<file path="src/rtl/core/row_window_density_peak_unit_assert.svh">
// Assertion macros for the row window density peak unit.
`ifndef ROW_WINDOW_DENSITY_PEAK_UNIT_ASSERT_SVH
`define ROW_WINDOW_DENSITY_PEAK_UNIT_ASSERT_SVH

`ifndef NO_ASSERTIONS
`define RWDP_ASSERT(label, prop, msg) \
  label: assert property (@(posedge clk) disable iff (rst) prop) else $error(msg);
`define RWDP_ASSERT_RST(label, prop, msg) \
  label: assert property (@(posedge clk) prop) else $error(msg);
`else
`define RWDP_ASSERT(label, prop, msg)
`define RWDP_ASSERT_RST(label, prop, msg)
`endif

`endif

</file>
<file path="src/rtl/core/rwdp_pkg.sv">
// Types and constants shared by the row window density peak unit.
`default_nettype none
package rwdp_pkg;

  localparam int PIX_W     = 8;
  localparam int COL_W     = 10;
  localparam int CNT_W     = 7;
  localparam int LEN_W     = 7;
  localparam int CFG_IDX_W = 1;

  localparam logic [LEN_W-1:0] WINDOW_LEN_RESET      = 7'd25;
  localparam logic [PIX_W-1:0] PIXEL_THRESHOLD_RESET = 8'd100;

  typedef enum logic [CFG_IDX_W-1:0] {
    REG_WINDOW_LEN      = 1'b0,
    REG_PIXEL_THRESHOLD = 1'b1
  } rwdp_reg_t;

  typedef struct packed {
    logic [PIX_W-1:0] pixel;
    logic             row_start;
  } rwdp_pixel_t;

  typedef struct packed {
    logic [CNT_W-1:0] left_peak_count;
    logic [COL_W-1:0] left_peak_start;
    logic [CNT_W-1:0] right_peak_count;
    logic [COL_W-1:0] right_peak_start;
  } rwdp_peak_t;

  typedef struct packed {
    rwdp_reg_t        index;
    logic [PIX_W-1:0] value;
  } rwdp_cfg_t;

  // per-column control carried down the pipeline
  typedef struct packed {
    logic             first;
    logic             last;
    logic             eligible;
    logic             is_left;
    logic [COL_W-1:0] start_col;
  } rwdp_ctrl_t;

endpackage
`default_nettype wire

</file>
<file path="src/rtl/core/rwdp_peak.sv">
// Per-half peak tracking and the result register.
`default_nettype none
module rwdp_peak #(
  parameter int HALF_WIDTH = 320
) (
  input  wire logic                      clk,
  input  wire logic                      rst,
  input  wire logic                      adv,
  input  wire logic                      s3_valid,
  input  wire rwdp_pkg::rwdp_ctrl_t      s3_ctrl,
  input  wire logic [rwdp_pkg::CNT_W-1:0] s3_count,
  input  wire logic                      out_ready,
  output logic                           out_valid,
  output rwdp_pkg::rwdp_peak_t           out_data
);
  import rwdp_pkg::*;

  localparam logic [COL_W-1:0] HALF_COL = COL_W'(HALF_WIDTH);

  rwdp_peak_t best;
  rwdp_peak_t base;
  rwdp_peak_t best_next;
  logic       take;

  always_comb begin
    if (s3_ctrl.first) begin
      base.left_peak_count  = '0;
      base.left_peak_start  = '0;
      base.right_peak_count = '0;
      base.right_peak_start = HALF_COL;
    end else begin
      base = best;
    end
    best_next = base;
    if (s3_ctrl.eligible) begin
      if (s3_ctrl.is_left) begin
        if (s3_count > base.left_peak_count) begin
          best_next.left_peak_count = s3_count;
          best_next.left_peak_start = s3_ctrl.start_col;
        end
      end else if (s3_count > base.right_peak_count) begin
        best_next.right_peak_count = s3_count;
        best_next.right_peak_start = s3_ctrl.start_col;
      end
    end
    take = adv && s3_valid;
  end

  always_ff @(posedge clk) begin
    if (rst) begin
      best      <= '0;
      out_valid <= 1'b0;
    end else begin
      if (take) begin
        best <= best_next;
      end
      if (take && s3_ctrl.last) begin
        out_valid <= 1'b1;
      end else if (out_ready) begin
        out_valid <= 1'b0;
      end
    end
  end

  always_ff @(posedge clk) begin
    if (take && s3_ctrl.last) begin
      out_data <= best_next;
    end
  end
endmodule
`default_nettype wire

</file>
<file path="config.mk">
export PLATFORM = sky130hd
export DESIGN_NAME = rwdp_peak
export DESIGN_NICKNAME = d
export VERILOG_FILES = /design/src/rtl/core/row_window_density_peak_unit_assert.svh /design/src/rtl/core/rwdp_pkg.sv /design/src/rtl/core/rwdp_peak.sv
export SDC_FILE = /design/constraint.sdc
export NUM_CORES = 1
export LEC_CHECK = 0
export CAP_MARGIN = 20
export CORE_ASPECT_RATIO = 1.4
export CORE_UTILIZATION = 55
export DETAILED_ROUTE_END_ITERATION = 16
export DONT_BUFFER_PORTS = 1
export GPL_TIMING_DRIVEN = 0
export PLACE_DENSITY = 0.7
export SETUP_SLACK_MARGIN = 0.5
export SYNTH_ARGS = -nofsm -noshare
export SYNTH_HDL_FRONTEND = slang
export SYNTH_SLANG_ARGS = --single-unit
</file>
<file path="constraint.sdc">
create_clock -name clk -period 2.2 [get_ports clk]
set_input_delay 0 -clock clk [delete_from_list [all_inputs] [get_ports clk]]
set_output_delay 0 -clock clk [all_outputs]
set_load 0.02 [all_outputs]
</file>
==> impl_metrics.env <==
export IMPL_outcome="complete, but fails checks"
export IMPL_violations="hold timing"
export IMPL_multi_input_area_um2=1900
export IMPL_fmax_ghz=0.500
export IMPL_tightest_slew_ns=0.788
export IMPL_worstPathRequired_ns=2.43
export IMPL_place_area_um2=3650
export IMPL_diodes=0
export IMPL_cts_buffers=9
export IMPL_criticalPathCategory="flop to flop"
export IMPL_io_pins=61
export IMPL_p_leak_nw=1.81
export IMPL_viasPerCell=6.33
export IMPL_track_usage_pct=31.3
export IMPL_fin_setup_tns_ns=0
export IMPL_start_util_pct=56.7
export IMPL_period_share_pct=90.9
export IMPL_postRouteAntennaNets=0
export IMPL_path_clk_slew_ns=0.08
export IMPL_hold_worst_slack_ns=-0.235
export IMPL_cts_root_buf="clkbuf_8"
export IMPL_rsz0062_at_grt="yes"
export IMPL_hold_viol_final=4
export IMPL_synth_edf_count=34
export IMPL_clock_sinks=69
export IMPL_htreeDepth=3
export IMPL_finalCriticalPeriod_ns=2.00
export IMPL_peakVddDrop_uv=334
export IMPL_ys_flop_type="dfxtp_1"
export IMPL_gp_congestion=0.843
export IMPL_clockBufferDepth=2
export IMPL_vias=3163
export IMPL_synthTopCellsByArea="edfxtp_1 29%, dfxtp_1 20%, o211ai_1 6.0%"
export IMPL_fill_cells=338
export IMPL_insertion_delay_ns=0.37
export IMPL_synth_top_cell_by_area="edfxtp_1"
export IMPL_routed_wl_um=11000
export IMPL_finalMaxSlewViolations=0
export IMPL_core_area_um2=6170
export IMPL_max_cap_violations=0
export IMPL_drt_iter0_markers=262
export IMPL_die_w_um=69.4
export IMPL_syn_nets=384
export IMPL_synthArstFlopShare_pct=0
export IMPL_synth_cell_types=37
export IMPL_drcViolationCount=0
export IMPL_finClkSkew_ns=0.00792
export IMPL_fin_nets=463
export IMPL_ys_ff_latch=69
export IMPL_hp_class="input port to flop"
export IMPL_seqCellArea_um2=1740
export IMPL_power_density_nw_per_um2=606
export IMPL_netlist_area_um2=3490
export IMPL_max_slew_margin_pct=47.5
export IMPL_cts_tree="done"
export IMPL_drive_above_1_share_pct=41.4
export IMPL_finalSetupViolations=0
export IMPL_ys_warn_count=0
export IMPL_num_rows=34
export IMPL_grt_pass1_vias=3109
export IMPL_areaGrowthSynthToFinish_pct=41.9
export IMPL_grt_first_pass_wirelength_um=15900
export IMPL_wl_per_cell_um=22.0
export IMPL_synth_area_per_cell_um2=10.2
export IMPL_antenna_found_initial=0
export IMPL_ys_seq_area_share_pct=49.3
export IMPL_finalPower_mw=3.01
export IMPL_hpwl_um=5670
export IMPL_fin_area_um2=4960
export IMPL_cp_arrival_ns=2.23
export IMPL_gr_total_overflow=0
export IMPL_crit_fanout=5
export IMPL_die_y_um=96.3
export IMPL_drt_pre_antenna_iters=5
export IMPL_start_kind="flop"
export IMPL_end_kind="flop"
export IMPL_io_buffers=0
export IMPL_syn_inst=344
export IMPL_reg2reg_slack_ns=0.20
export IMPL_grt_max_degree=36
export IMPL_synth_top_cell_area_share_pct=29.2
export IMPL_die_area_um2=6680
## cell usage in the layout, fill, tap and decap left out, drive strengths merged, types with 4 or more instances in the layout
cell type | synthesis | final
dlygate4sd3 | 0 | 18
nand2b | 12 | 12
o21a | 4 | 4
dfxtp | 35 | 35
nor2 | 5 | 5
clkbuf | 14 | 26
o21ai | 36 | 36
a21oi | 39 | 39
edfxtp | 34 | 34
ha | 14 | 14
nand2 | 24 | 24
o211ai | 31 | 31
inv | 13 | 14
buf | 15 | 63
nand3b | 20 | 20
nand3 | 32 | 32
## path summary, 6_finish.rpt
path | to | from | cells after the start
worst min register to register | best[23] | best[23] | 2
worst min-delay path | best[30] | s3_count[3] | 2
worst max register to register | best[11] | best[13] | 10
worst max-delay path | best[11] | best[13] | 10
## state kept, by name, summed over array words and instances, names as in the netlist
name and flops:
out_valid 1, best 34, out_data 34
## layout make-up
type | instances | share of cell area (%)
buffer | 29 | 5.05
clock buffer | 10 | 2.77
clock inverter | 6 | 1.24
inverter | 13 | 0.984
multi-input combinational | 233 | 38.3
sequential | 69 | 35.0
tap | 72 | 1.82
timing repair buffer | 68 | 14.9
## synth_stat cells (3+ instances only)
cell type	instances
a21oi_1	29
a21oi_2	10
buf_1	3
buf_2	5
buf_4	3
clkbuf_1	11
dfxtp_1	35
edfxtp_1	34
ha_1	14
inv_1	13
nand2_1	24
nand2b_1	12
nand3_1	24
nand3_2	8
nand3b_1	20
nor2_1	5
nor2b_1	3
o211ai_1	28
o21a_1	4
o21ai_0	27
o21ai_1	3
o21ai_2	6
## critical path, cell delays in order, from the launching register on
cell and delay [ns]:
dfxtp_2 0.33, nand2b_1 0.08, ha_1 0.29, nand4_1 0.17
a21oi_2 0.20, buf_4 0.15, o21ai_4 0.07, buf_6 0.14
clkbuf_16 0.15, o211ai_1 0.19, a21oi_1 0.10
## cell families (layout without fill, tap and decap cells)
logic type / after synthesis / in the layout / synth area share (%)
AO/OA/AOI/OAI: 113 / 113 / 21.4
AND/OR/NAND/NOR: 104 / 104 / 17.2
flip-flops: 69 / 69 / 49.3
buffers and inverters: 42 / 126 / 6.59
adder cells (fa/ha/maj): 14 / 14 / 5.01
multiplexers: 2 / 2 / 0.573
## layer usage
layer	vias up	GRT usage (%)	wire [um]
li1	1428	-	-
met4	0	17.7	522
met1	1534	34.5	4150
met2	155	56.5	5770
met3	46	6.39	536
met5	-	0	0
## power by group
group	total [mW]	internal [mW]	switching [mW]
Sequential	1.41	1.38	0.0323
Combinational	0.505	0.232	0.273
Clock	1.09	0.552	0.536
## timing repair
action	4_1_cts	5_1_grt
hold buffers	14	4
endpoints found under the setup margin	66	68
buffers inserted	38	4
pin swaps	54	28
hold endpoints to repair	68	20
cloned	6	2
gates resized for setup	78	48
## through the flow
stage | std cells | hold WS (ns) | setup WS, ns | utilization (%)
after CTS | 490 | -0.229 | 0.261 | 75.2
final | 500 | -0.235 | 0.199 | 80.4
after global routing | 500 | -0.220 | 0.123 | 80.4
after detailed placement | 416 | 0.135 | 0.0794 | 59.1
after floorplan | 344 | 0.123 | 0.377 | -
after global placement | 416 | 0.127 | 0.110 | 59.1
Note: power is estimated with default switching activity, not from simulation.
