===== config.mk =====
export PLATFORM = sky130hd
export DESIGN_NAME = rwdp_front
export DESIGN_NICKNAME = d
export VERILOG_FILES = /design/src/rtl/core/row_window_density_peak_unit_assert.svh /design/src/rtl/core/rwdp_pkg.sv /design/src/rtl/core/rwdp_front.sv
export SDC_FILE = /design/constraint.sdc
export NUM_CORES = 1
export LEC_CHECK = 0
export BUFFER_PORTS_ARGS = -buffer_cell sky130_fd_sc_hd__buf_2
export CAP_MARGIN = 40
export CORE_MARGIN = 4
export CORE_UTILIZATION = 50
export CTS_CLUSTER_SIZE = 12
export DETAILED_ROUTE_END_ITERATION = 8
export HOLD_SLACK_MARGIN = 0.06
export PLACE_DENSITY_LB_ADDON = 0.1
export SETUP_SLACK_MARGIN = 0.3
export SKIP_LAST_GASP = 1
export SLEW_MARGIN = 40
export SYNTH_ARGS = -nofsm -noshare
export SYNTH_HDL_FRONTEND = slang
export SYNTH_SLANG_ARGS = --single-unit
export TNS_END_PERCENT = 30

===== constraint.sdc =====
create_clock -name clk -period 9.2 [get_ports clk]
set_input_delay 0.92 -clock clk [delete_from_list [all_inputs] [get_ports clk]]
set_output_delay 0.92 -clock clk [all_outputs]
set_load 0.01 [all_outputs]

===== src/rtl/core/row_window_density_peak_unit_assert.svh =====
// Assertion macros for the row window density peak unit.
`ifndef ROW_WINDOW_DENSITY_PEAK_UNIT_ASSERT_SVH
`define ROW_WINDOW_DENSITY_PEAK_UNIT_ASSERT_SVH

`ifndef NO_ASSERTIONS
`define RWDP_ASSERT(label, prop, msg) \
  label: assert property (@(posedge clk) disable iff (rst) prop) else $error(msg);
`define RWDP_ASSERT_RST(label, prop, msg) \
  label: assert property (@(posedge clk) prop) else $error(msg);
`else
`define RWDP_ASSERT(label, prop, msg)
`define RWDP_ASSERT_RST(label, prop, msg)
`endif

`endif


===== src/rtl/core/rwdp_pkg.sv =====
// Types and constants shared by the row window density peak unit.
`default_nettype none
package rwdp_pkg;

  localparam int PIX_W     = 8;
  localparam int COL_W     = 10;
  localparam int CNT_W     = 7;
  localparam int LEN_W     = 7;
  localparam int CFG_IDX_W = 1;

  localparam logic [LEN_W-1:0] WINDOW_LEN_RESET      = 7'd25;
  localparam logic [PIX_W-1:0] PIXEL_THRESHOLD_RESET = 8'd100;

  typedef enum logic [CFG_IDX_W-1:0] {
    REG_WINDOW_LEN      = 1'b0,
    REG_PIXEL_THRESHOLD = 1'b1
  } rwdp_reg_t;

  typedef struct packed {
    logic [PIX_W-1:0] pixel;
    logic             row_start;
  } rwdp_pixel_t;

  typedef struct packed {
    logic [CNT_W-1:0] left_peak_count;
    logic [COL_W-1:0] left_peak_start;
    logic [CNT_W-1:0] right_peak_count;
    logic [COL_W-1:0] right_peak_start;
  } rwdp_peak_t;

  typedef struct packed {
    rwdp_reg_t        index;
    logic [PIX_W-1:0] value;
  } rwdp_cfg_t;

  // per-column control carried down the pipeline
  typedef struct packed {
    logic             first;
    logic             last;
    logic             eligible;
    logic             is_left;
    logic [COL_W-1:0] start_col;
  } rwdp_ctrl_t;

endpackage
`default_nettype wire


===== src/rtl/core/rwdp_front.sv =====
// Column tracking, binarize, history shift and window mask (stage 1).
`default_nettype none
module rwdp_front #(
  parameter int ROW_WIDTH  = 640,
  parameter int HALF_WIDTH = 320,
  parameter int WINDOW_MAX = 64
) (
  input  wire logic                      clk,
  input  wire logic                      rst,
  input  wire logic                      adv,
  input  wire logic                      accept,
  input  wire logic [rwdp_pkg::PIX_W-1:0] pixel,
  input  wire logic                      row_start,
  input  wire logic [rwdp_pkg::LEN_W-1:0] window_len,
  input  wire logic [rwdp_pkg::PIX_W-1:0] pixel_threshold,
  output logic                           s1_valid,
  output rwdp_pkg::rwdp_ctrl_t           s1_ctrl,
  output logic [WINDOW_MAX-1:0]          s1_bits
);
  import rwdp_pkg::*;

  localparam logic [COL_W-1:0] HALF_COL = COL_W'(HALF_WIDTH);
  localparam logic [COL_W:0]   HALF_EXT = (COL_W + 1)'(HALF_WIDTH);
  localparam logic [COL_W:0]   ROW_EXT  = (COL_W + 1)'(ROW_WIDTH);
  localparam logic [LEN_W-1:0] LEN_MAX  = LEN_W'(WINDOW_MAX);

  logic [COL_W-1:0]      col;
  logic [WINDOW_MAX-1:0] hist;

  logic [COL_W-1:0]      c;
  logic [COL_W:0]        c1;
  logic [COL_W:0]        half_lo;
  logic [LEN_W-1:0]      len;
  logic                  set_bit;
  logic [WINDOW_MAX-1:0] hist_next;
  logic [WINDOW_MAX-1:0] mask;
  rwdp_ctrl_t            ctrl;

  always_comb begin
    c = (row_start || col == '0) ? '0 : col;
    c1 = {1'b0, c} + 1'b1;
    if (window_len == '0) begin
      len = LEN_W'(1);
    end else if (window_len > LEN_MAX) begin
      len = LEN_MAX;
    end else begin
      len = window_len;
    end
    set_bit = pixel > pixel_threshold;
    if (c == '0 || c == HALF_COL) begin
      hist_next = WINDOW_MAX'(set_bit);
    end else begin
      hist_next = (hist << 1) | WINDOW_MAX'(set_bit);
    end
    for (int i = 0; i < WINDOW_MAX; i++) begin
      mask[i] = LEN_W'(i) < len;
    end
    half_lo = (c < HALF_COL) ? '0 : HALF_EXT;
    ctrl.first     = c == '0;
    ctrl.last      = c1 >= ROW_EXT;
    ctrl.eligible  = c1 >= half_lo + (COL_W + 1)'(len);
    ctrl.is_left   = c < HALF_COL;
    ctrl.start_col = COL_W'(c1 - (COL_W + 1)'(len));
  end

  always_ff @(posedge clk) begin
    if (rst) begin
      col      <= '0;
      hist     <= '0;
      s1_valid <= 1'b0;
    end else if (adv) begin
      s1_valid <= accept;
      if (accept) begin
        col  <= ctrl.last ? '0 : c1[COL_W-1:0];
        hist <= hist_next;
      end
    end
  end

  always_ff @(posedge clk) begin
    if (adv && accept) begin
      s1_ctrl <= ctrl;
      s1_bits <= hist_next & mask;
    end
  end
endmodule
`default_nettype wire


==> run_results.csv <==
group,metric,value,unit
outcome,status,"completed",
critical_path,regToRegEndpoint,"s1_ctrl[7]",
critical_path,critical_path.cell_chain,"buf_2, nand2b_1, inv_1, ha_1, nand3_1, xor2_1, nor2_1, ha_1, nor3_1, or2_2, a211oi_1, nor2_1, xor2_1",
sta,max_clock_freq,0.297,GHz
die,die_w,127,um
sta,clock_skew,7.32,ps
sta,worst_slew_pin_slew,845,ps
final_layout,drive_above_1_share,19.3,%
sta,fin_tns_setup,0,ps
synthesis,synth_cell_types,58,
synthesis,ys_ff_latch,152,
sta,setup_viol,0,
synthesis,avgSynthCellArea,9.77,um2
clock_network,clk_latency,430,ps
clock_network,htree_levels,4,
detailed_routing,viasPerCell,5.70,
clock_network,cts_resized,0,
worst_hold_path,hold_path.class,"register to register",
clock_network,cts_buffers,17,
critical_path,arrival,3540,ps
global_routing,antenna_found_initial,2,
synthesis,synth_top_area_share,33.2,%
global_routing,track_usage,22.1,%
critical_path,path_depth,13,
critical_path,worst_r2r_startpoint,"col[2]",
clock_network,cts_tree,"yes",
synthesis,async_flop_share,0,%
critical_path,reg2reg_slack,6270,ps
synthesis,syn_area,7050,um2
synthesis,synthesis.nets,772,
sta,fin_crit_sh,36.6,%
power_and_ir_drop,p_total,0.00152,W
clock_network,postCtsHoldBufs,0,
sta,period_minus_slack,3370,ps
placed_design,portBuffers,106,
worst_hold_path,worstHoldStart,"hist[26]",
placed_design,hpwl,11600,um
detailed_routing,drtIter0Drc,577,
power_and_ir_drop,ir_worst_vdd,0.0000933,V
sta,hold_viol_final,0,
die,coreArea,13800,um2
critical_path,worstSetupPathType,"input port to register",
sta,finalMaxSlewViolations,0,
global_routing,grt_max_degree,98,
clock_network,cts_buffer_depth,2,
global_routing,grt-ovfl-total,0,
critical_path,crit_start,"row_start",
die,rows,43,
final_layout,fillCellCount,1182,
synthesis,yosys.area.top_type,"edfxtp_1",
power_and_ir_drop,leakagePower,3.09,nW
clock_network,cts_setup_buffers,0,
detailed_routing,wl_per_cell,17.6,um
final_layout,syn2layout_area_growth,16.5,%
global_routing,grt_pass1_vias,5383,
critical_path,critPathRequiredTime,9370,ps
synthesis,synth_edf_count,78,
synthesis,ys.warnings.count,0,
power_and_ir_drop,power_density,185,nW/um2
synthesis,ys_top_cells_by_area,"edfxtp_1, dfxtp_1, a21oi_1, nand2_1, nand3_1",
die,start_util,51.0,%
detailed_routing,vias,5698,
synthesis,synth_ff_type,"edfxtp_1",
critical_path,cp_top_family,"simple AND/OR/NAND/NOR gates",
placed_design,placed_area,7640,um2
critical_path,startpoint_type,"input port",
critical_path,end_kind,"register",
critical_path,slowest_delay,450,ps
critical_path,cp_slowest_cell,"a211oi_1",
final_layout,final_area,8210,um2
critical_path,path_max_fanout,17,
global_routing,grt_pass1_wl,28100,um
die,ios,107,
synthesis,ys_seq_area_share,54.2,%
clock_network,clk_root_buffer_cell,"clkbuf_16",
placed_design,gp_congestion,0.853,
run,cap_viol_max_count,0,
critical_path,cp-endpoint,"s1_ctrl[7]",
critical_path,cp_num_buf_inv,2,
clock_network,cts.sinks,152,
detailed_routing,finalWirelength,17600,um
detailed_routing,drc,0,
detailed_routing,drt-pass1-iter-count,6,
synthesis,synthCells,722,
detailed_routing,ant_nets,0,
die,fp.dieH,127,um
clock_network,path_clk_slew,60,ps
sta,rsz0062_at_grt,"false",
sta,slew_headroom,43.3,%
final_layout,layout.nets,854,
die,dieArea,16100,um2
critical_path,worstRegToRegCells,9,
## cell usage after synthesis, types with 7 or more instances
| cell | number |
|---|---|
| o21ai_0 | 27 |
| edfxtp_1 | 78 |
| a21oi_1 | 86 |
| nand2_1 | 92 |
| and3_1 | 17 |
| o211a_1 | 12 |
| a31oi_1 | 14 |
| nor2b_1 | 9 |
| nor3_1 | 7 |
| inv_1 | 29 |
| nor2_1 | 57 |
| buf_2 | 7 |
| and2_1 | 17 |
| a32o_1 | 8 |
| dfxtp_1 | 74 |
| nand3_1 | 57 |
| clkbuf_1 | 31 |
| ha_1 | 21 |
## worst min-delay path: cells and delay by family (launching register included)
kind / cells / cell delay [ps]
DFF: 1 / 310
and+or+nand+nor: 1 / 50
AOI/OAI and AO/OA: 1 / 50
## cell usage in the layout (no fill, tap or decap), drive strengths merged, types with 3 or more instances in the layout
| master | synthesis | routed |
|---|---|---|
| o21ai | 29 | 29 |
| nor2b | 9 | 9 |
| dfxtp | 74 | 74 |
| and2 | 17 | 17 |
| o21a | 3 | 3 |
| nor2 | 57 | 57 |
| ha | 21 | 21 |
| a21oi | 87 | 87 |
| nand4 | 3 | 3 |
| buf | 16 | 110 |
| clkinvlp | 0 | 3 |
| xor2 | 5 | 5 |
| o311a | 4 | 4 |
| xnor2 | 6 | 6 |
| o211a | 12 | 12 |
| clkbuf | 31 | 19 |
| or3 | 3 | 3 |
| a32o | 8 | 8 |
| a21o | 6 | 6 |
| inv | 29 | 31 |
| a211oi | 3 | 3 |
| a31oi | 14 | 14 |
| nand2b | 4 | 4 |
| clkinv | 0 | 6 |
| nor3 | 7 | 7 |
| nand3 | 58 | 58 |
| o21bai | 3 | 3 |
| nand2 | 92 | 92 |
| or2 | 3 | 3 |
| and3 | 18 | 18 |
| edfxtp | 78 | 78 |
## metrics by stage
step | std cells | hold slack, ps | setup slack [ps] | util (%)
floorplan | 722 | 441 | 5000 | -
global placement | 965 | 450 | 5510 | 55.2
detailed placement | 965 | 460 | 5410 | 55.2
CTS | 997 | 470 | 5840 | 59.3
global route | 999 | 486 | 5630 | 59.4
finish | 999 | 466 | 5830 | 59.4
## state kept, by name (all words and copies together) (netlist names)
signal / flops
col: 10
s1_valid: 1
s1_bits: 64
hist: 63
s1_ctrl: 14
## worst min-delay path by stage
stage | slack, ps | to | cells after the start
2_1_floorplan | 440 | hist[11] | 2
3_5_place_dp | 460 | hist[18] | 2
4_1_cts | 470 | hist[18] | 2
5_1_grt | 490 | hist[56] | 2
3_3_place_gp | 450 | hist[51] | 2
6_report | 470 | hist[26] | 2
## final cells by class
class,instances,area (um2),share of cell area [%]
Timing Repair Buffer,110,564,6.87
Multi-Input combinational cell,494,2920,35.5
Inverter,29,114,1.39
Sequential cell,152,3820,46.6
Clock inverter,13,130,1.58
Tap cell,180,225,2.74
Antenna cell,2,5.00,0.0610
Clock buffer,19,433,5.27
## layer usage
| layer | global-route usage, % | wire [um] |
|---|---|---|
| met4 | 7.57 | 239 |
| met5 | 0 | 0 |
| met1 | 30.3 | 7570 |
| met3 | 5.56 | 1260 |
| met2 | 34.5 | 8530 |
## kinds of logic (layout without fill, tap and decap cells)
logic type | after synthesis | count (layout) | synth area share, %
simple gates | 280 | 280 | 19.2
compound gates | 179 | 179 | 16.3
flops | 152 | 152 | 54.2
buf+inv | 76 | 171 | 4.49
fa+ha+maj | 22 | 22 | 4.01
xor+xnor | 11 | 11 | 1.37
mux | 2 | 2 | 0.319
other cells | 0 | 2 | 0
## where the power goes
part	total [W]	internal, W	switching [W]
clock network	0.000668	0.000397	0.000271
logic	0.000118	0.0000348	0.0000828
registers	0.000735	0.000730	0.00000514
Power figures use the tool's default switching activity.
