--- src/rtl/core/row_window_density_peak_unit_assert.svh ---
// Assertion macros for the row window density peak unit.
`ifndef ROW_WINDOW_DENSITY_PEAK_UNIT_ASSERT_SVH
`define ROW_WINDOW_DENSITY_PEAK_UNIT_ASSERT_SVH

`ifndef NO_ASSERTIONS
`define RWDP_ASSERT(label, prop, msg) \
  label: assert property (@(posedge clk) disable iff (rst) prop) else $error(msg);
`define RWDP_ASSERT_RST(label, prop, msg) \
  label: assert property (@(posedge clk) prop) else $error(msg);
`else
`define RWDP_ASSERT(label, prop, msg)
`define RWDP_ASSERT_RST(label, prop, msg)
`endif

`endif

--- src/rtl/core/rwdp_pkg.sv ---
// Types and constants shared by the row window density peak unit.
`default_nettype none
package rwdp_pkg;

  localparam int PIX_W     = 8;
  localparam int COL_W     = 10;
  localparam int CNT_W     = 7;
  localparam int LEN_W     = 7;
  localparam int CFG_IDX_W = 1;

  localparam logic [LEN_W-1:0] WINDOW_LEN_RESET      = 7'd25;
  localparam logic [PIX_W-1:0] PIXEL_THRESHOLD_RESET = 8'd100;

  typedef enum logic [CFG_IDX_W-1:0] {
    REG_WINDOW_LEN      = 1'b0,
    REG_PIXEL_THRESHOLD = 1'b1
  } rwdp_reg_t;

  typedef struct packed {
    logic [PIX_W-1:0] pixel;
    logic             row_start;
  } rwdp_pixel_t;

  typedef struct packed {
    logic [CNT_W-1:0] left_peak_count;
    logic [COL_W-1:0] left_peak_start;
    logic [CNT_W-1:0] right_peak_count;
    logic [COL_W-1:0] right_peak_start;
  } rwdp_peak_t;

  typedef struct packed {
    rwdp_reg_t        index;
    logic [PIX_W-1:0] value;
  } rwdp_cfg_t;

  // per-column control carried down the pipeline
  typedef struct packed {
    logic             first;
    logic             last;
    logic             eligible;
    logic             is_left;
    logic [COL_W-1:0] start_col;
  } rwdp_ctrl_t;

endpackage
`default_nettype wire

--- src/rtl/core/rwdp_popcount.sv ---
// Two-stage set-pixel count: byte partials, then their sum.
`default_nettype none
module rwdp_popcount #(
  parameter int WINDOW_MAX = 64
) (
  input  wire logic                      clk,
  input  wire logic                      rst,
  input  wire logic                      adv,
  input  wire logic                      s1_valid,
  input  wire rwdp_pkg::rwdp_ctrl_t      s1_ctrl,
  input  wire logic [WINDOW_MAX-1:0]     s1_bits,
  output logic                           s3_valid,
  output rwdp_pkg::rwdp_ctrl_t           s3_ctrl,
  output logic [rwdp_pkg::CNT_W-1:0]     s3_count
);
  import rwdp_pkg::*;

  localparam int NGRP = (WINDOW_MAX + 7) / 8;

  logic [NGRP*8-1:0] padded;
  logic [3:0]        part_c [NGRP];
  logic [3:0]        s2_part [NGRP];
  logic              s2_valid;
  rwdp_ctrl_t        s2_ctrl;
  logic [CNT_W-1:0]  total;

  always_comb begin
    padded = (NGRP * 8)'(s1_bits);
    for (int g = 0; g < NGRP; g++) begin
      part_c[g] = '0;
      for (int b = 0; b < 8; b++) begin
        part_c[g] = part_c[g] + 4'(padded[g*8+b]);
      end
    end
  end

  always_comb begin
    total = '0;
    for (int g = 0; g < NGRP; g++) begin
      total = total + CNT_W'(s2_part[g]);
    end
  end

  always_ff @(posedge clk) begin
    if (rst) begin
      s2_valid <= 1'b0;
      s3_valid <= 1'b0;
    end else if (adv) begin
      s2_valid <= s1_valid;
      s3_valid <= s2_valid;
    end
  end

  always_ff @(posedge clk) begin
    if (adv) begin
      s2_ctrl  <= s1_ctrl;
      s2_part  <= part_c;
      s3_ctrl  <= s2_ctrl;
      s3_count <= total;
    end
  end
endmodule
`default_nettype wire

--- config.mk ---
export PLATFORM = sky130hd
export DESIGN_NAME = rwdp_popcount
export DESIGN_NICKNAME = d
export VERILOG_FILES = /design/src/rtl/core/row_window_density_peak_unit_assert.svh /design/src/rtl/core/rwdp_pkg.sv /design/src/rtl/core/rwdp_popcount.sv
export SDC_FILE = /design/constraint.sdc
export NUM_CORES = 1
export LEC_CHECK = 0
export ABC_AREA = 1
export BUFFER_PORTS_ARGS = -buffer_cell sky130_fd_sc_hd__buf_2
export CAP_MARGIN = 10
export CORE_MARGIN = 2
export CORE_UTILIZATION = 40
export CTS_CLUSTER_SIZE = 28
export DETAILED_ROUTE_END_ITERATION = 6
export HOLD_SLACK_MARGIN = 0.12
export PLACE_DENSITY_LB_ADDON = 0.05
export SLEW_MARGIN = 20
export SYNTH_ARGS = -nofsm -noshare
export SYNTH_HDL_FRONTEND = slang
export SYNTH_SLANG_ARGS = --single-unit
--- constraint.sdc ---
create_clock -name clk -period 5.9 [get_ports clk]
set_input_delay 0.295 -clock clk [delete_from_list [all_inputs] [get_ports clk]]
set_output_delay 0.295 -clock clk [all_outputs]
set_load 0.02 [all_outputs]
==> results of run 1 <==
## stage by stage
| step | total power [mW] | setup WS [ns] |
|---|---|---|
| 2_1_floorplan | 2.055 | 2.397 |
| 3_3_place_gp | 2.390 | 2.318 |
| 3_5_place_dp | 2.402 | 2.270 |
| 4_1_cts | 2.820 | 2.296 |
| 5_1_grt | 3.139 | 2.157 |
| 6_report | 2.756 | 2.311 |
## path summary, 6_finish.rpt
path,end,slack [ns],startpoint
worst max-delay path,s3_count[4]$_DFFE_PP_,2.31,s2_part[2]$_DFFE_PP_
worst min-delay path,s2_valid$_SDFFE_PP0P_,0.19,s1_valid
worst max register to register,s3_count[4]$_DFFE_PP_,2.31,s2_part[2]$_DFFE_PP_
worst min register to register,s3_ctrl[3]$_DFFE_PP_,0.42,s2_ctrl[3]$_DFFE_PP_
## critical path, cell delays in order, from the launching register on
cell and delay (ns):
edfxtp_1 0.33, inv_1 0.06, fa_1 0.52, inv_1 0.05, fa_1 0.50, fa_1 0.54
inv_1 0.06, fa_1 0.46, inv_1 0.07, ha_1 0.18, inv_1 0.06, fa_1 0.40
xnor2_1 0.14
## logic make-up (layout without fill, tap and decap cells)
kind of cell    after synthesis  count (layout)  synth area share, %
buf+inv                     125             260                11.00
fa+ha+maj                    86              86                34.90
flops                        69              69                48.09
simple gates                 37              37                3.578
xor+xnor                      9               9                1.848
compound gates                5               5               0.5864
## synthesized netlist by cell type
| cell type | number |
|---|---|
| nand2_1 | 25 |
| nand3_1 | 11 |
| xor2_1 | 7 |
| xnor2_1 | 2 |
| ha_1 | 31 |
| dfxtp_1 | 2 |
| inv_2 | 1 |
| o21ai_1 | 1 |
| fa_1 | 55 |
| nor2_1 | 1 |
| inv_1 | 124 |
| a21oi_1 | 4 |
| edfxtp_1 | 67 |
## routing by layer
metal	part of all wire, %	vias to the layer above	track usage, %	wire [um]
li1	-	1245	-	-
met1	44	1169	15.10	2849
met2	49	60	19.89	3199
met3	4.8	14	2.421	311
met4	2.5	0	6.122	166
met5	0	-	0	0
## final cells by class
type                       instances  area, sq um  area share (%)
clock inverter                     7        71.32           1.344
tap                              136        170.2           3.208
clock buffer                       9        123.9           2.335
sequential                        69         2052           38.68
timing repair buffer             119        673.1           12.69
multi-input combinational        137         1745           32.90
inverter                         125        469.2           8.844
## power by group through the flow
| stage | clock network [mW] | registers, mW | logic, mW |
|---|---|---|---|
| floorplan | 0 | 0.849 | 1.21 |
| global placement | 0 | 0.811 | 1.58 |
| CTS | 0.401 | 0.802 | 1.62 |
| detailed placement | 0 | 0.813 | 1.59 |
| finish | 0.384 | 0.799 | 1.57 |
| global route | 0.412 | 0.808 | 1.92 |
## state kept, by name, summed over array words and instances, names as in the netlist
name and flops:
s3_count 7, s2_valid 1, s3_ctrl 14, s2_ctrl 14, s2_part 32, s3_valid 1
## timing repair
item,4_1_cts,5_1_grt
endpoints found under the hold margin,16,0
hold buffers,15,0
setup buffers,0,0
==> impl_metrics.tcl, run 1 <==
set metrics [dict create \
    criticalPathCategory "flop to flop" \
    max_freq_ghz 0.2787 \
    wire_per_inst_um 10.84 \
    grt_max_degree 71 \
    max-vdd-ir-drop_uv 486.1 \
    ys_warn_count 0 \
    synth_cells 331 \
    rsz0062_at_grt "false" \
    crit_required_ns 6.00 \
    reg2reg_depth 12 \
    antenna_found_initial 0 \
    num_io_pins 104 \
    synth-seq-cells 69 \
    final_antenna_net_count 0 \
    finalSetupTns_ns 0 \
    n_antenna_cell 0 \
    die_area_sq_um 11510 \
    final_max_slew_viol_count 0 \
    status "complete, no violations" \
    placed_cell_area_sq_um 4960 \
    cts_tree "yes" \
    cts_resized 0 \
    setup_viol 0 \
    dr.pass1.iters 4 \
    die_y_um 107.3 \
    path_clk_slew_ns 0.08 \
    synth_top_area_share_pct 47.16 \
    worst_hold_path_type "input pin to flop" \
    clock_sinks 69 \
    grt_usage_pct 12.06 \
    maxSlewHeadroom_pct 41.85 \
    via_per_inst 4.133 \
    worstSkewPairLatency_ns 0.34 \
    p_sw_mw 1.103 \
    finalClockSkew_ns 0.008775 \
    seq_power_share_pct 29.0 \
    vias 2488 \
    tightest_slew_ns 0.8722 \
    remaining_drc_errors 0 \
    worst_setup_path_end_kind "flop" \
    cp-start-kind "flop" \
    holdWs_ns 0.1879 \
    num_rows 37 \
    internal_power_mw 1.653 \
    pwr-share-clk_pct 13.9 \
    min_period_over_period_pct 60.82 \
    grt_first_pass_wirelength_um 10760 \
    synth_fp_nets 499 \
    gp_congestion 0.7199 \
    synthTopCellsByArea "edfxtp_1 47%, fa_1 26%, inv_1 11%, ha_1 9.1%, nand2_1 2.2%" \
    portBuffers 103 \
    synth.distinct_cells 13 \
    hold_depth 3 \
    totalWireLength_um 6527 \
    syn2layout_area_growth_pct 24.34 \
    initialDrtViolationCount 43 \
    dp_cells 571 \
    p_sw_share_pct 40.03 \
    final_common_cell "inv_1" \
    finalNetCount 629 \
    cp_max_fo 3 \
    fin_crit_ns 3.589 \
    synth_top_cell_by_area "edfxtp_1" \
    nFillCells 929 \
    dp_hpwl_um 5124 \
    fin_cells 602 \
    grt-ovfl-total 0 \
    syn_area_sq_um 4267 \
    tritoncts.num_buffers 9 \
    final_cell_area_sq_um 5305 \
    mostFrequentLayoutCells "124 x inv_1, 103 x buf_2, 67 x edfxtp_1" \
    yosysSeqAreaShare_pct 48.09 \
    h-tree-depth 3 \
    cap_viol_max_count 0 \
    fp.dieW_um 107.3 \
    initial_utilization_pct 41.33 \
    grt_pass1_vias 2526 \
    utilization_pct 51.39 \
    avgSynthCellArea_sq_um 12.89 \
    power_density_nw_per_um2 519.5 \
    finalHoldViolations 0 \
    fp.coreArea_sq_um 10320 \
    pwr-share-comb_pct 57.1 \
    arrival_ns 3.68 \
    drive_gt1_share_pct 25.75 \
    leakage_nw 2.682 \
    cts.root.buffer_cell "clkbuf_8" \
    cts_buffer_depth 2 \
]
No activity file was read; power rests on OpenSTA's default activity.
==> run 2, diff against run 1 <==
- clock period: 5.9 -> 3.3 ns (I/O delays scaled with it)
==> impl_metrics.tcl, run 2 (synthesized netlist as in run 1, its figures left out) <==
set metrics [dict create \
    status "complete, but fails checks" \
    violations "setup timing" \
    worstReg2RegEnd "s3_count[3]$_DFFE_PP_" \
    mostFrequentLayoutCells "116 x inv_1, 103 x buf_2, 67 x edfxtp_1" \
    totalWireLength_um 6378 \
    cp_max_fo 2 \
    largest_reg_flops 32 \
    grt_first_pass_wirelength_um 10790 \
    dp_cells 572 \
    fp.dieW_um 107.3 \
    grt_pass1_vias 2582 \
    final_common_cell "inv_1" \
    cpMaxStageDelayCell "fa_1" \
    n_antenna_cell 0 \
    fin_crit_ns 3.462 \
    dp_hpwl_um 4863 \
    syn2layout_area_growth_pct 26.51 \
    gp_congestion 0.7097 \
    power_density_nw_per_um2 1088 \
    initialDrtViolationCount 66 \
    wire_per_inst_um 10.51 \
    timing.rr.start "s2_part[2]$_DFFE_PP_" \
    maxSlewHeadroom_pct 42.21 \
    criticalPathCategory "flop to flop" \
    final_antenna_net_count 0 \
    path_buf_inv 6 \
    drive_gt1_share_pct 30.36 \
    grt_max_degree 71 \
    multi_input_area_sq_um 1812 \
    critPathMaxStageDelay_ns 0.54 \
    nFillCells 904 \
    setup_viol 4 \
    rsz0062_at_grt "true" \
    dr.pass1.iters 4 \
    worst_hold_path_type "input pin to flop" \
    num_io_pins 104 \
    path_cells "inv_2 > fa_1 > inv_2 > fa_1 > fa_1 > inv_1 > fa_1 > inv_1 > ha_2 > inv_2 > fa_2 > inv_1" \
    cp-start-kind "flop" \
    path_common_cell "fa_1" \
    h-tree-depth 3 \
    finalNetCount 634 \
    tightest_slew_ns 0.8668 \
    cp_top_family "adder cells" \
    grt-ovfl-total 0 \
    hold_start "s1_bits[34]" \
    regArea_sq_um 2052 \
    clock_sinks 69 \
    tritoncts.num_buffers 9 \
    cts_buffer_depth 2 \
    final_max_slew_viol_count 0 \
    max-vdd-ir-drop_uv 1121 \
    reg_top3 "s2_part (32), s2_ctrl (14), s3_ctrl (14)" \
    finalClockSkew_ns 0.008133 \
    holdPathEnd "s2_part[12]$_DFFE_PP_" \
    initial_utilization_pct 41.33 \
    setup_ws_ns -0.1620 \
    finalHoldViolations 0 \
    min_period_over_period_pct 104.9 \
    cp.depth 12 \
    worstSkewPairLatency_ns 0.34 \
    hold_depth 2 \
    final_cell_area_sq_um 5398 \
    grt_usage_pct 12.14 \
    fp.coreArea_sq_um 10320 \
    die_y_um 107.3 \
    max_freq_ghz 0.2889 \
    preCtsSetupSlack_ns -0.1454 \
    vias 2541 \
    reg2reg_setup_slack_ns -0.16 \
    placed_cell_area_sq_um 4972 \
    via_per_inst 4.186 \
    top_register "s2_part" \
    die_area_sq_um 11510 \
    cap_viol_max_count 0 \
    cts_tree "yes" \
    worst_setup_path_end_kind "flop" \
    leakage_nw 2.696 \
    arrival_ns 3.56 \
    portBuffers 103 \
    crit_required_ns 3.40 \
    reg2reg_depth 12 \
    cts.root.buffer_cell "clkbuf_8" \
    path_clk_slew_ns 0.07 \
    fin_cells 607 \
    antenna_found_initial 0 \
    remaining_drc_errors 0 \
    num_rows 37 \
]
-- run 2: cell count changes in the layout (fill, tap and decap cells not counted), sizes merged --
cell	before	now
bufinv	1	0
clkinvlp	2	3
buf	104	105
dlygate4sd3	15	19
-- run 2: what timing repair did --
action | CTS | global route
gates resized for setup | 4 | 14
hold buffers | 19 | 0
pin swaps | 5 | 10
endpoints found under the setup margin | 4 | 4
hold endpoints to repair | 19 | 0
buffers inserted | 1 | 0
-- run 2: worst reg2reg max path, delay by kind of cell (launching register included) --
kind / cells / cell delay, ns
adders and majority gates: 6 / 2.60
buffers and inverters: 6 / 0.27
DFF: 1 / 0.34
-- run 2: cell type report --
type                            count  area share, %
Multi-Input combinational cell    137          33.57
Timing Repair Buffer              124          13.35
Clock buffer                        9          2.295
Sequential cell                    69          38.02
Inverter                          125          8.693
Tap cell                          136          3.153
Clock inverter                      7         0.9272
-- run 2: routing by layer --
layer | wire, um | track usage [%] | share of wire, % | up-vias
met4 | 162 | 5.659 | 2.5 | 0
met3 | 358 | 2.663 | 5.6 | 15
met5 | 0 | 0 | 0 | -
met2 | 3037 | 20.25 | 48 | 72
met1 | 2820 | 15.05 | 44 | 1195
li1 | - | - | - | 1259
-- run 2: metrics by stage --
step	util, %	TNS, ns	hold slack (ns)	total power, mW
5_1_grt	52.28	-1.034	0.1332	6.551
4_1_cts	52.04	-0.3363	0.1216	5.413
3_5_place_dp	48.16	-0.3269	0.3428	4.393
6_report	52.28	-0.4117	0.1361	5.873
3_3_place_gp	48.16	-0.2215	0.3347	4.323
2_1_floorplan	-	-0.1218	0.2341	3.707
-- run 2: report_power, final --
part           total [mW]  leakage (nW)  internal [mW]  switching (mW)
clock network       0.600        0.0820          0.274           0.326
registers            1.43         0.670           1.38          0.0463
logic                3.84          1.94           1.78            2.07
total                5.87          2.70           3.44            2.44
-- run 2: worst max path at each step --
stage | startpoint | end
6_report | s2_part[2]$_DFFE_PP_ | s3_count[3]$_DFFE_PP_
5_1_grt | s2_part[2]$_DFFE_PP_ | s3_count[3]$_DFFE_PP_
4_1_cts | s2_part[22]$_DFFE_PP_ | s3_count[3]$_DFFE_PP_
3_5_place_dp | s2_part[14]$_DFFE_PP_ | s3_count[3]$_DFFE_PP_
3_3_place_gp | s2_part[14]$_DFFE_PP_ | s3_count[3]$_DFFE_PP_
2_1_floorplan | s2_part[14]$_DFFE_PP_ | s3_count[3]$_DFFE_PP_
==> run 3, diff against run 2 <==
- BUFFER_PORTS_ARGS: -buffer_cell sky130_fd_sc_hd__buf_2 -> -buffer_cell sky130_fd_sc_hd__buf_4
==> impl_metrics.tcl, run 3 (synthesized netlist as in run 1, its figures left out) <==
set metrics [dict create \
    worstSkewPairLatency_ns 0.34 \
    grt_usage_pct 12.50 \
    cp_max_fo 2 \
    dr.pass1.iters 4 \
    maxSlewHeadroom_pct 42.26 \
    reg2reg_depth 12 \
    cp.depth 12 \
    finalClockSkew_ns 0.01068 \
    cap_viol_max_count 0 \
    setup_viol 4 \
    holdWs_ns 0.1390 \
    die_area_sq_um 11510 \
    final_common_cell "inv_1" \
    max_freq_ghz 0.2902 \
    arrival_ns 3.55 \
    timing.rr.start "s2_part[2]$_DFFE_PP_" \
    via_per_inst 4.215 \
    totalWireLength_um 6470 \
    num_rows 37 \
    tightest_slew_ns 0.8661 \
    cp-startpoint "s2_part[2]$_DFFE_PP_" \
    num_io_pins 104 \
    criticalPathCategory "flop to flop" \
    clock_sinks 69 \
    cp_top_family "adder cells" \
    final_cell_area_sq_um 5657 \
    placed_cell_area_sq_um 5223 \
    largest_reg_flops 32 \
    nFillCells 897 \
    syn2layout_area_growth_pct 32.58 \
    top_register "s2_part" \
    rsz0062_at_grt "true" \
    grt_max_degree 71 \
    reg2reg_setup_slack_ns -0.15 \
    worst_setup_path_end_kind "flop" \
    violations "setup timing" \
    initialDrtViolationCount 77 \
    portBuffers 103 \
    die_y_um 107.3 \
    grt_pass1_vias 2674 \
    reg_top3 "s2_part (32), s2_ctrl (14), s3_ctrl (14)" \
    fin_crit_ns 3.446 \
    worst_hold_path_type "input pin to flop" \
    initial_utilization_pct 41.33 \
    power_density_nw_per_um2 1006 \
    mostFrequentLayoutCells "117 x inv_1, 105 x buf_4, 67 x edfxtp_1" \
    path_clk_slew_ns 0.08 \
    cts.root.buffer_cell "clkbuf_8" \
    crit_required_ns 3.40 \
    path_buf_inv 6 \
    dp_hpwl_um 5028 \
    cp-start-kind "flop" \
    final_max_slew_viol_count 0 \
    tritoncts.num_buffers 9 \
    grt_first_pass_wirelength_um 11140 \
    utilization_pct 54.79 \
    setup_ws_ns -0.1460 \
    finalHoldViolations 0 \
    grt-ovfl-total 0 \
    cts_tree "yes" \
    min_period_over_period_pct 104.4 \
    remaining_drc_errors 0 \
    fp.coreArea_sq_um 10320 \
    fin_cells 608 \
    leakage_nw 2.781 \
    cpMaxStageDelayCell "fa_1" \
    h-tree-depth 3 \
    worstReg2RegEnd "s3_count[3]$_DFFE_PP_" \
    n_antenna_cell 0 \
    status "complete, but fails checks" \
    path_cells "inv_1 > fa_1 > inv_2 > fa_1 > fa_1 > inv_1 > fa_1 > inv_1 > ha_2 > inv_2 > fa_2 > inv_1" \
    vias 2563 \
    cts_buffer_depth 2 \
    final_antenna_net_count 0 \
    gp_congestion 0.7365 \
    finalSetupTns_ns -0.3646 \
    fp.dieW_um 107.3 \
    power_mw 5.688 \
    critPathMaxStageDelay_ns 0.54 \
    preCtsSetupSlack_ns -0.1553 \
    finalNetCount 635 \
    drive_gt1_share_pct 29.24 \
    max-vdd-ir-drop_uv 1046 \
    wire_per_inst_um 10.64 \
    critPathCapture "s3_count[3]$_DFFE_PP_" \
    dp_cells 571 \
    antenna_found_initial 0 \
]
run 3: changes by cell type in the layout (fill, tap and decap cells not counted), sizes merged:
cell,delta
clkinv,-2
clkbuf,+1
dlygate4sd3,+1
clkinvlp,+1
run 3: report_power, final:
group	switching [mW]	total (mW)	internal, mW
Combinational	1.88	3.65	1.77
Clock	0.329	0.607	0.277
Sequential	0.0491	1.43	1.38
Total	2.26	5.69	3.43
run 3: per-layer routing:
metal / global-route usage, % / up-vias / wire length (um)
met4: 5.566 / 0 / 118
met3: 2.542 / 11 / 352
met2: 21.02 / 67 / 3179
met5: 0 / - / 0
li1: - / 1258 / -
met1: 15.59 / 1227 / 2819
run 3: area by class of cell:
type	count	area [sq um]	share of cell area (%)
sequential	69	2052	36.28
multi-input combinational	137	1802	31.85
clock inverter	6	47.55	0.8405
timing repair buffer	125	988.4	17.47
tap	136	170.2	3.008
clock buffer	10	127.6	2.256
inverter	125	469.2	8.295
run 3: how the worst min path moves through the flow:
stage                                        to  cells after the start  slack, ns       start
after CTS                 s2_part[28]$_DFFE_PP_                      2       0.12  s1_bits[2]
after global routing      s2_part[28]$_DFFE_PP_                      2       0.12  s1_bits[2]
final                     s2_part[28]$_DFFE_PP_                      2       0.14  s1_bits[2]
after floorplan           s2_valid$_SDFFE_PP0P_                      1       0.23         rst
after global placement    s3_valid$_SDFFE_PP0P_                      2       0.33         rst
after detailed placement  s2_valid$_SDFFE_PP0P_                      2       0.33         rst
run 3: repair_timing:
action,in CTS,in global routing
hold buffers,20,0
pin swaps,4,10
buffers inserted,1,0
hold endpoints to repair,20,0
setup endpoints to repair,4,4
gates resized for setup,2,12
